## src/rtl/ecmk_pkg.sv

```systemverilog
// Shared types and constants for the element centroid Morton key block.
`timescale 1ns / 1ps
`default_nettype none

package ecmk_pkg;

  // Fixed field widths of the item, result and register formats.
  localparam int unsigned COORD_W    = 32;
  localparam int unsigned LEN_W      = 31;
  localparam int unsigned VCNT_W     = 4;
  localparam int unsigned KEY_W      = 60;
  localparam int unsigned INDEX_W    = 32;
  localparam int unsigned APB_DATA_W = 32;
  localparam int unsigned APB_ADDR_W = 5;

  // Register reset values.
  localparam logic [LEN_W-1:0]  MAX_LENGTH_RST   = LEN_W'(65536);
  localparam logic [VCNT_W-1:0] VERTEX_COUNT_RST = VCNT_W'(8);

  // Register word indexes on the configuration port.
  typedef enum logic [2:0] {
    REG_ORIGIN_X     = 3'd0,
    REG_ORIGIN_Y     = 3'd1,
    REG_ORIGIN_Z     = 3'd2,
    REG_MAX_LENGTH   = 3'd3,
    REG_VERTEX_COUNT = 3'd4
  } reg_idx_e;

  // One input item: a mesh vertex in signed Q16.16.
  typedef struct packed {
    logic signed [COORD_W-1:0] vertex_x;
    logic signed [COORD_W-1:0] vertex_y;
    logic signed [COORD_W-1:0] vertex_z;
  } in_item_t;

  // One result item: the key of a finished element.
  typedef struct packed {
    logic [KEY_W-1:0]   morton_key;
    logic [INDEX_W-1:0] element_index;
  } out_item_t;

  // Configuration register contents.
  typedef struct packed {
    logic signed [COORD_W-1:0] origin_x;
    logic signed [COORD_W-1:0] origin_y;
    logic signed [COORD_W-1:0] origin_z;
    logic [LEN_W-1:0]          max_length;
    logic [VCNT_W-1:0]         vertex_count;
  } cfg_t;

  // Main sequencer states.
  typedef enum logic [2:0] {
    ST_ACC,
    ST_LEN,
    ST_DIFF,
    ST_DIV,
    ST_EMIT
  } seq_state_e;

  // Divider states.
  typedef enum logic [1:0] {
    DIV_IDLE,
    DIV_CHECK,
    DIV_STEP
  } div_state_e;

  // Axis being quantized.
  typedef enum logic [1:0] {
    AXIS_X,
    AXIS_Y,
    AXIS_Z
  } axis_e;

endpackage

`default_nettype wire

```

## src/rtl/ecmk_cfg.sv

```systemverilog
// APB register file holding the origin, length and vertex count settings.
`timescale 1ns / 1ps
`default_nettype none

module ecmk_cfg (
  input  wire logic                             clk_i,
  input  wire logic                             rst_ni,
  input  wire logic                             psel,
  input  wire logic                             penable,
  input  wire logic                             pwrite,
  input  wire logic [ecmk_pkg::APB_ADDR_W-1:0]  paddr,
  input  wire logic [ecmk_pkg::APB_DATA_W-1:0]  pwdata,
  output logic      [ecmk_pkg::APB_DATA_W-1:0]  prdata,
  output logic                                  pready,
  output ecmk_pkg::cfg_t                        cfg_o
);
  import ecmk_pkg::*;

  cfg_t     cfg_q, cfg_d;
  reg_idx_e idx;
  logic     wr_en;

  assign idx    = reg_idx_e'(paddr[APB_ADDR_W-1:2]);
  assign wr_en  = psel && penable && pwrite;
  assign pready = 1'b1;
  assign cfg_o  = cfg_q;

  // Register write decode.
  always_comb begin
    cfg_d = cfg_q;
    if (wr_en) begin
      case (idx)
        REG_ORIGIN_X:     cfg_d.origin_x     = pwdata[COORD_W-1:0];
        REG_ORIGIN_Y:     cfg_d.origin_y     = pwdata[COORD_W-1:0];
        REG_ORIGIN_Z:     cfg_d.origin_z     = pwdata[COORD_W-1:0];
        REG_MAX_LENGTH:   cfg_d.max_length   = pwdata[LEN_W-1:0];
        REG_VERTEX_COUNT: cfg_d.vertex_count = pwdata[VCNT_W-1:0];
        default:          cfg_d = cfg_q;
      endcase
    end
  end

  // Read back; unused addresses read as zero.
  always_comb begin
    case (idx)
      REG_ORIGIN_X:     prdata = cfg_q.origin_x;
      REG_ORIGIN_Y:     prdata = cfg_q.origin_y;
      REG_ORIGIN_Z:     prdata = cfg_q.origin_z;
      REG_MAX_LENGTH:   prdata = APB_DATA_W'(cfg_q.max_length);
      REG_VERTEX_COUNT: prdata = APB_DATA_W'(cfg_q.vertex_count);
      default:          prdata = '0;
    endcase
  end

  always_ff @(posedge clk_i or negedge rst_ni) begin
    if (!rst_ni) begin
      cfg_q.origin_x     <= '0;
      cfg_q.origin_y     <= '0;
      cfg_q.origin_z     <= '0;
      cfg_q.max_length   <= MAX_LENGTH_RST;
      cfg_q.vertex_count <= VERTEX_COUNT_RST;
    end else begin
      cfg_q <= cfg_d;
    end
  end

endmodule

`default_nettype wire

```

## src/rtl/ecmk_div.sv

```systemverilog
// Shared restoring divider that quantizes one axis, one quotient bit per cycle.
`timescale 1ns / 1ps
`default_nettype none

module ecmk_div #(
  parameter int unsigned BITS_PER_AXIS = 20,
  parameter int unsigned DIV_W         = 35
) (
  input  wire logic                             clk_i,
  input  wire logic                             rst_ni,
  input  wire logic                             start_i,
  input  wire logic signed [DIV_W+1:0]          dividend_i,
  input  wire logic        [DIV_W-1:0]          divisor_i,
  output logic                                  done_o,
  output logic             [BITS_PER_AXIS-1:0]  quot_o
);
  import ecmk_pkg::*;

  localparam int unsigned DiffW = DIV_W + 2;
  localparam int unsigned RemW  = DIV_W + 1;
  localparam int unsigned StepW = (BITS_PER_AXIS > 1) ? $clog2(BITS_PER_AXIS) : 1;

  div_state_e                state_q, state_d;
  logic [StepW-1:0]          step_q, step_d;
  logic                      done_q, done_d;
  logic signed [DiffW-1:0]   dvd_q, dvd_d;
  logic [DIV_W-1:0]          dvs_q, dvs_d;
  logic [RemW-1:0]           rem_q, rem_d;
  logic [BITS_PER_AXIS-1:0]  quot_q, quot_d;
  logic [RemW:0]             trial;
  logic [RemW-1:0]           dvd_mag;

  assign dvd_mag = dvd_q[DiffW-2:0];
  assign trial   = {1'b0, rem_q} - {2'b00, dvs_q};
  assign done_o  = done_q;
  assign quot_o  = quot_q;

  // Negative differences give zero, quotients of 2^B or more saturate,
  // everything else runs one compare-subtract step per quotient bit.
  always_comb begin
    state_d = state_q;
    step_d  = step_q;
    done_d  = 1'b0;
    dvd_d   = dvd_q;
    dvs_d   = dvs_q;
    rem_d   = rem_q;
    quot_d  = quot_q;
    case (state_q)
      DIV_IDLE: begin
        if (start_i) begin
          dvd_d   = dividend_i;
          dvs_d   = divisor_i;
          state_d = DIV_CHECK;
        end
      end
      DIV_CHECK: begin
        if (dvd_q[DiffW-1]) begin
          quot_d  = '0;
          done_d  = 1'b1;
          state_d = DIV_IDLE;
        end else if (dvd_mag >= {dvs_q, 1'b0}) begin
          quot_d  = '1;
          done_d  = 1'b1;
          state_d = DIV_IDLE;
        end else begin
          rem_d   = dvd_mag;
          quot_d  = '0;
          step_d  = StepW'(BITS_PER_AXIS - 1);
          state_d = DIV_STEP;
        end
      end
      DIV_STEP: begin
        quot_d = {quot_q[BITS_PER_AXIS-2:0], ~trial[RemW]};
        if (trial[RemW]) begin
          rem_d = {rem_q[RemW-2:0], 1'b0};
        end else begin
          rem_d = {trial[RemW-2:0], 1'b0};
        end
        if (step_q == '0) begin
          done_d  = 1'b1;
          state_d = DIV_IDLE;
        end else begin
          step_d = step_q - StepW'(1);
        end
      end
      default: state_d = DIV_IDLE;
    endcase
  end

  always_ff @(posedge clk_i or negedge rst_ni) begin
    if (!rst_ni) begin
      state_q <= DIV_IDLE;
      step_q  <= '0;
      done_q  <= 1'b0;
    end else begin
      state_q <= state_d;
      step_q  <= step_d;
      done_q  <= done_d;
    end
  end

  // Operand and partial results.
  always_ff @(posedge clk_i) begin
    dvd_q  <= dvd_d;
    dvs_q  <= dvs_d;
    rem_q  <= rem_d;
    quot_q <= quot_d;
  end

endmodule

`default_nettype wire

```

## src/rtl/element_centroid_morton_key_top.sv

```systemverilog
// Top level: vertex accumulation, axis sequencer, key interleave and output register.
`timescale 1ns / 1ps
`default_nettype none

// Vertices arrive one item at a time and are summed until the element's vertex
// count is reached; a vertex that does not close an element is accepted with
// the input left ready. The closing vertex starts the quantization: the ST_LEN
// state forms the divisor (vertex count times max_length), then each of the
// three axes passes through the single shared divider, which takes a setup
// step, a range check and one compare-subtract step per key bit. The input is
// not ready during that time. The key is held in an output register, so the
// next element's vertices are accepted while a finished key waits to be taken.
module element_centroid_morton_key_top #(
  parameter int unsigned MAX_VERTICES  = 8,
  parameter int unsigned BITS_PER_AXIS = 20
) (
  input  wire logic                             clk_i,
  input  wire logic                             rst_ni,
  input  wire logic                             in_valid_i,
  output logic                                  in_ready_o,
  input  wire ecmk_pkg::in_item_t               in_item_i,
  output logic                                  out_valid_o,
  input  wire logic                             out_ready_i,
  output ecmk_pkg::out_item_t                   out_item_o,
  input  wire logic                             psel,
  input  wire logic                             penable,
  input  wire logic                             pwrite,
  input  wire logic [ecmk_pkg::APB_ADDR_W-1:0]  paddr,
  input  wire logic [ecmk_pkg::APB_DATA_W-1:0]  pwdata,
  output logic      [ecmk_pkg::APB_DATA_W-1:0]  prdata,
  output logic                                  pready
);
  import ecmk_pkg::*;

  localparam int unsigned CntW  = $clog2(MAX_VERTICES + 1);
  localparam int unsigned SumW  = COORD_W + $clog2(MAX_VERTICES);
  localparam int unsigned DivW  = LEN_W + CntW;
  localparam int unsigned DiffW = DivW + 2;
  localparam int unsigned FullW = 3 * BITS_PER_AXIS;

  cfg_t cfg;

  // Configuration registers.
  ecmk_cfg u_cfg (
    .clk_i   (clk_i),
    .rst_ni  (rst_ni),
    .psel    (psel),
    .penable (penable),
    .pwrite  (pwrite),
    .paddr   (paddr),
    .pwdata  (pwdata),
    .prdata  (prdata),
    .pready  (pready),
    .cfg_o   (cfg)
  );

  seq_state_e               state_q, state_d;
  axis_e                    axis_q;
  logic signed [SumW-1:0]   sum_x_q, sum_y_q, sum_z_q;
  logic [CntW-1:0]          seen_q;
  logic [CntW-1:0]          n_q;
  logic [INDEX_W-1:0]       elem_cnt_q;
  logic [DivW-1:0]          divisor_q;
  logic [BITS_PER_AXIS-1:0] qx_q, qy_q, qz_q;
  logic                     out_valid_q;
  out_item_t                out_item_q;

  logic                     in_fire;
  logic [CntW-1:0]          n_w;
  logic [VCNT_W-1:0]        need;
  logic                     close_w;
  logic [LEN_W-1:0]         len_w;
  logic signed [SumW-1:0]   sum_sel;
  logic signed [COORD_W-1:0] org_sel;
  logic signed [DiffW-1:0]  diff_w;
  logic                     div_start;
  logic                     div_done;
  logic [BITS_PER_AXIS-1:0] div_quot;
  logic                     emit_load;
  logic [FullW-1:0]         key_full;

  assign in_fire = in_valid_i && in_ready_o;
  assign n_w     = seen_q + CntW'(1);

  // Vertex count after clamping into one to MAX_VERTICES.
  always_comb begin
    if (cfg.vertex_count == '0) begin
      need = VCNT_W'(1);
    end else if (cfg.vertex_count > VCNT_W'(MAX_VERTICES)) begin
      need = VCNT_W'(MAX_VERTICES);
    end else begin
      need = cfg.vertex_count;
    end
  end

  assign close_w = (VCNT_W'(n_w) >= need);
  assign len_w   = (cfg.max_length == '0) ? LEN_W'(1) : cfg.max_length;

  // Operands of the axis under quantization.
  always_comb begin
    case (axis_q)
      AXIS_X:  begin sum_sel = sum_x_q; org_sel = cfg.origin_x; end
      AXIS_Y:  begin sum_sel = sum_y_q; org_sel = cfg.origin_y; end
      AXIS_Z:  begin sum_sel = sum_z_q; org_sel = cfg.origin_z; end
      default: begin sum_sel = sum_x_q; org_sel = cfg.origin_x; end
    endcase
  end

  assign diff_w = DiffW'(sum_sel)
                - (DiffW'(signed'({1'b0, n_q})) * DiffW'(org_sel));

  // Shared divider.
  ecmk_div #(
    .BITS_PER_AXIS (BITS_PER_AXIS),
    .DIV_W         (DivW)
  ) u_div (
    .clk_i      (clk_i),
    .rst_ni     (rst_ni),
    .start_i    (div_start),
    .dividend_i (diff_w),
    .divisor_i  (divisor_q),
    .done_o     (div_done),
    .quot_o     (div_quot)
  );

  // Sequencer next state.
  always_comb begin
    state_d = state_q;
    case (state_q)
      ST_ACC:  if (in_fire && close_w) state_d = ST_LEN;
      ST_LEN:  state_d = ST_DIFF;
      ST_DIFF: state_d = ST_DIV;
      ST_DIV: begin
        if (div_done) begin
          state_d = (axis_q == AXIS_Z) ? ST_EMIT : ST_DIFF;
        end
      end
      ST_EMIT: if (!out_valid_q || out_ready_i) state_d = ST_ACC;
      default: state_d = ST_ACC;
    endcase
  end

  // Sequencer outputs.
  always_comb begin
    in_ready_o = 1'b0;
    div_start  = 1'b0;
    emit_load  = 1'b0;
    case (state_q)
      ST_ACC:  in_ready_o = 1'b1;
      ST_DIFF: div_start  = 1'b1;
      ST_EMIT: emit_load  = !out_valid_q || out_ready_i;
      default: in_ready_o = 1'b0;
    endcase
  end

  // Bit interleave of the three quantized axes.
  for (genvar b = 0; b < BITS_PER_AXIS; b++) begin : g_spread
    assign key_full[3*b]     = qx_q[b];
    assign key_full[3*b + 1] = qy_q[b];
    assign key_full[3*b + 2] = qz_q[b];
  end

  // Control state.
  always_ff @(posedge clk_i or negedge rst_ni) begin
    if (!rst_ni) begin
      state_q     <= ST_ACC;
      axis_q      <= AXIS_X;
      sum_x_q     <= '0;
      sum_y_q     <= '0;
      sum_z_q     <= '0;
      seen_q      <= '0;
      elem_cnt_q  <= '0;
      out_valid_q <= 1'b0;
    end else begin
      state_q <= state_d;
      if (in_fire) begin
        sum_x_q <= sum_x_q + SumW'(in_item_i.vertex_x);
        sum_y_q <= sum_y_q + SumW'(in_item_i.vertex_y);
        sum_z_q <= sum_z_q + SumW'(in_item_i.vertex_z);
        seen_q  <= close_w ? '0 : n_w;
      end
      if (state_q == ST_LEN) begin
        axis_q <= AXIS_X;
      end else if (state_q == ST_DIV && div_done) begin
        case (axis_q)
          AXIS_X:  axis_q <= AXIS_Y;
          AXIS_Y:  axis_q <= AXIS_Z;
          default: axis_q <= AXIS_X;
        endcase
      end
      if (emit_load) begin
        sum_x_q    <= '0;
        sum_y_q    <= '0;
        sum_z_q    <= '0;
        elem_cnt_q <= elem_cnt_q + INDEX_W'(1);
      end
      if (emit_load) begin
        out_valid_q <= 1'b1;
      end else if (out_ready_i) begin
        out_valid_q <= 1'b0;
      end
    end
  end

  // Payload registers.
  always_ff @(posedge clk_i) begin
    if (in_fire && close_w) begin
      n_q <= n_w;
    end
    if (state_q == ST_LEN) begin
      divisor_q <= DivW'(n_q) * DivW'(len_w);
    end
    if (state_q == ST_DIV && div_done) begin
      case (axis_q)
        AXIS_X:  qx_q <= div_quot;
        AXIS_Y:  qy_q <= div_quot;
        default: qz_q <= div_quot;
      endcase
    end
    if (emit_load) begin
      out_item_q.morton_key    <= KEY_W'(key_full);
      out_item_q.element_index <= elem_cnt_q;
    end
  end

  assign out_valid_o = out_valid_q;
  assign out_item_o  = out_item_q;

endmodule

`default_nettype wire

```

## config.mk

```make
export PLATFORM = sky130hd
export DESIGN_NAME = element_centroid_morton_key_top
export DESIGN_NICKNAME = d
export VERILOG_FILES = /design/src/rtl/ecmk_pkg.sv /design/src/rtl/ecmk_cfg.sv /design/src/rtl/ecmk_div.sv /design/src/rtl/element_centroid_morton_key_top.sv
export SDC_FILE = /design/constraint.sdc
export NUM_CORES = 2
export LEC_CHECK = 0
export BUFFER_PORTS_ARGS = -buffer_cell sky130_fd_sc_hd__buf_2
export CAP_MARGIN = 10
export CORE_MARGIN = 8
export CORE_UTILIZATION = 40
export DETAILED_ROUTE_END_ITERATION = 8
export GPL_TIMING_DRIVEN = 0
export PLACE_DENSITY = 0.7
export SLEW_MARGIN = 20
export SYNTH_ARGS = -nofsm -noshare
export SYNTH_HDL_FRONTEND = slang
export SYNTH_SLANG_ARGS = --single-unit
```

## constraint.sdc

```tcl
create_clock -name clk_i -period 6.3 [get_ports clk_i]
set_input_delay 1.26 -clock clk_i [delete_from_list [all_inputs] [get_ports clk_i]]
set_output_delay 1.26 -clock clk_i [all_outputs]
set_load 0.01 [all_outputs]
```

==> metrics.csv <==
metric,value,unit
max_cap viols,0,
final number of setup-violating endpoints,0,
met1 Usage GRT,26.7,%
clk_skew,0.0431,ns
P&R area growth vs syn,14.7,%
Avg Inst Size Synth,10.4,um2
worst skew pair latency,0.66,ns
nets,4876,
slew of the pin with the lowest slew margin,0.932,ns
worst path required time,6.72,ns
CTS Buffer Depth,3,
Syn Std Cell Area,0.0407,mm2
Synth Area in Adders,17.0,%
xor/xnor share of the synthesized area,4.24,%
pin count of the biggest net entering global routing,89,
type of origin of the critical path,flip-flop,
post-synth cell types,84,
I/O Buffers,262,
Die Height,335,um
GRT Util Overall,19.7,%
fillcell total,9349,
drc violations,0,
Routed WL per cell,20.0,um
initial antenna violation count,6,
final core occ,46.1,%
largest family of logic cells by synthesized area,adder cells,
core area,0.101,mm2
Pins Over Slew Limit,0,
routability congestion estimate,0.977,
placed cell count,5570,
Synthesized Nets,4518,
worst hold path type,flip-flop to flip-flop,
CTS tree,yes,
first-pass GRT wire length,176000,um
final non-filler cell total,5706,
H-tree depth,3,
Max-slew headroom,37.9,%
min Tclk post-route,6.17,ns
Post-synth EDFFs,319,
"Remaining Overflow, GRT",0,
Crit Path Category,flip-flop to flip-flop,
cells after synthesis,3920,
CP arrival,6.59,ns
clk sinks,605,
worst reg-to-reg path cell count,24,
hold path cells,0,
drt via density,5.46,
area taken by multi-input logic gates,0.0224,mm2
crit path capture type,flip-flop,
DRT Wirelength,114000,um
die area,0.112,mm2
commonest register cell after synthesis,edfxtp_1,
post-route ant nets,0,
outcome,finished clean,
M3 GR Usage,3.17,%
grt peak-use layer,met2,
Ports,267,
met2 Track Usage GR,31.7,%
Clock Root Buffer,clkbuf_16,
Final Cycle Share,97.9,%
setup TNS,0,ns
drt first pass iters,7,
sequential share of the synthesized area,41.1,%
mux share of post-synthesis cell area,4.80,%
CTS Buf Count,70,
Rows,117,
vias in the first global route,30600,
dpl hpwl,89100,um
starting density of the core,40.2,%
RSZ-0062 raised after global routing,yes,
layout cells sized above 1,14.4,%
most frequent cells in the layout,"inv_1, edfxtp_1, nand2_1, ha_1, dfrtp_1",
Synth Warn #,0,
worst hold slack,0.389,ns
fmax,162,MHz
CP max FO,10,
Final Hold Vio Count,0,
Synth Area in Compound Gates,15.9,%
Simple-Gate Fraction of Synth Area,12.3,%
hold buffers post-CTS,0,
asr flop ratio synth,47.3,%
1st-iter DRT viols,2406,
"commonest non-fill, non-tap cell in the layout",inv_1,
width of the die,335,um
synthesized flop and latch total,605,
DR vias,31200,
FF+latch area,0.0167,mm2
register clock-pin slew on the reported worst setup and hold paths,0.06,ns
-- final timing paths --
kind,to,from,slack [ns]
hold / removal,u_div.dvs_q[2],divisor_q[2],0.39
max in group asynchronous,elem_cnt_q[24],rst_ni,4.56
hold reg to reg,u_div.dvs_q[2],divisor_q[2],0.39
setup reg to reg,u_div.dvd_q[22],axis_q[1],0.13
setup / recovery,u_div.dvd_q[22],axis_q[1],0.13
min in group asynchronous,sum_x_q[17],rst_ni,0.59
-- repair_timing --
| action | 4_1_cts | 5_1_grt |
|---|---|---|
| setup endpoints to repair | 28 | 11 |
| endpoints found under the hold margin | 0 | 0 |
| pin swaps | 6 | 3 |
| resized for setup | 68 | 35 |
| buffers inserted | 5 | 2 |
-- state kept, by name, indices dropped and copies added (netlist names), 2 cells and up --
register	cells
u_div.step_q	5
u_div.quot_o	20
elem_cnt_q	32
u_div.state_q	2
u_div.rem_q	36
sum_y_q	35
qy_q	20
sum_z_q	35
qx_q	20
u_div.dvs_q	35
state_q	3
n_q	4
axis_q	2
divisor_q	35
seen_q	4
out_item_o	92
qz_q	20
u_div.dvd_q	37
u_cfg.cfg_o	131
sum_x_q	35
-- per-stage QoR --
stage          worst slack (ns)  area [um2]
6_report                  0.134       46700
5_1_grt                 -0.0169       46700
4_1_cts                  0.0422       46600
3_5_place_dp              -1.58       44000
3_3_place_gp              -1.76       43700
2_1_floorplan             0.180       40700
-- cell type report --
| type | count | area share [%] |
|---|---|---|
| multi-input cells | 2829 | 47.9 |
| flip-flops and latches | 605 | 35.8 |
| clock buffers | 89 | 3.95 |
| well taps | 1368 | 3.66 |
| repair buffers | 289 | 3.47 |
| inverters | 345 | 2.78 |
| plain buffers | 138 | 1.39 |
| clock inverters | 40 | 1.03 |
| diodes | 3 | 0.0161 |
-- routing by layer --
layer / share of wire (%) / routed length, um
met5: 0.0070 / 8
met4: 3.9 / 4440
met3: 6.7 / 7590
met2: 45 / 51500
met1: 44 / 50300
-- Yosys cell counts (29+ instances only) --
| library cell | instances | share of area (%) |
|---|---|---|
| inv_1 | 345 | 3.2 |
| edfxtp_1 | 319 | 24 |
| nand2_1 | 314 | 2.9 |
| ha_1 | 299 | 9.2 |
| dfrtp_1 | 284 | 17 |
| a21oi_1 | 243 | 3.0 |
| o21ai_0 | 232 | 2.9 |
| nor2_1 | 178 | 1.6 |
| fa_1 | 159 | 7.8 |
| nor2b_1 | 145 | 2.2 |
| mux2_2 | 139 | 3.8 |
| xnor2_1 | 126 | 2.7 |
| a21o_1 | 124 | 2.3 |
| clkbuf_1 | 119 | 1.1 |
| and2_1 | 102 | 1.6 |
| a22oi_1 | 76 | 1.4 |
| xor2_1 | 71 | 1.5 |
| nand3_1 | 55 | 0.68 |
| nor3_1 | 47 | 0.58 |
| a22o_1 | 41 | 0.88 |
| mux2i_1 | 39 | 0.96 |
| nand2b_1 | 36 | 0.55 |
| a211oi_1 | 32 | 0.59 |
| nand4_1 | 30 | 0.46 |
| and3_1 | 29 | 0.45 |
-- logic make-up after synthesis --
kind of cell | after synthesis
AND/OR/NAND/NOR | 1009
AO/OA/AOI/OAI | 986
flip-flops | 605
buffers and inverters | 486
adder cells (fa/ha/maj) | 458
XOR/XNOR | 197
multiplexers | 178
other | 1
-- worst max-delay path: stages (launching register included) --
cell      delay, ns
dfrtp_1        0.38
inv_1          0.13
ha_4           0.40
buf_8          0.18
clkbuf_8       0.19
nand2_1        0.08
o21ai_2        0.15
nor2b_1        0.12
fa_1           0.51
ha_1           0.31
inv_1          0.05
fa_1           0.49
fa_1           0.54
ha_4           0.22
a211o_1        0.30
o221a_2        0.29
a211oi_4       0.27
buf_4          0.18
o21ai_0        0.07
a21oi_1        0.19
o21bai_1       0.10
a31oi_1        0.23
o21ai_0        0.13
a21oi_1        0.19
xnor2_1        0.21
Power is not shown: default switching activity piles up to over one toggle a cycle in this logic, so the estimate is an artifact.
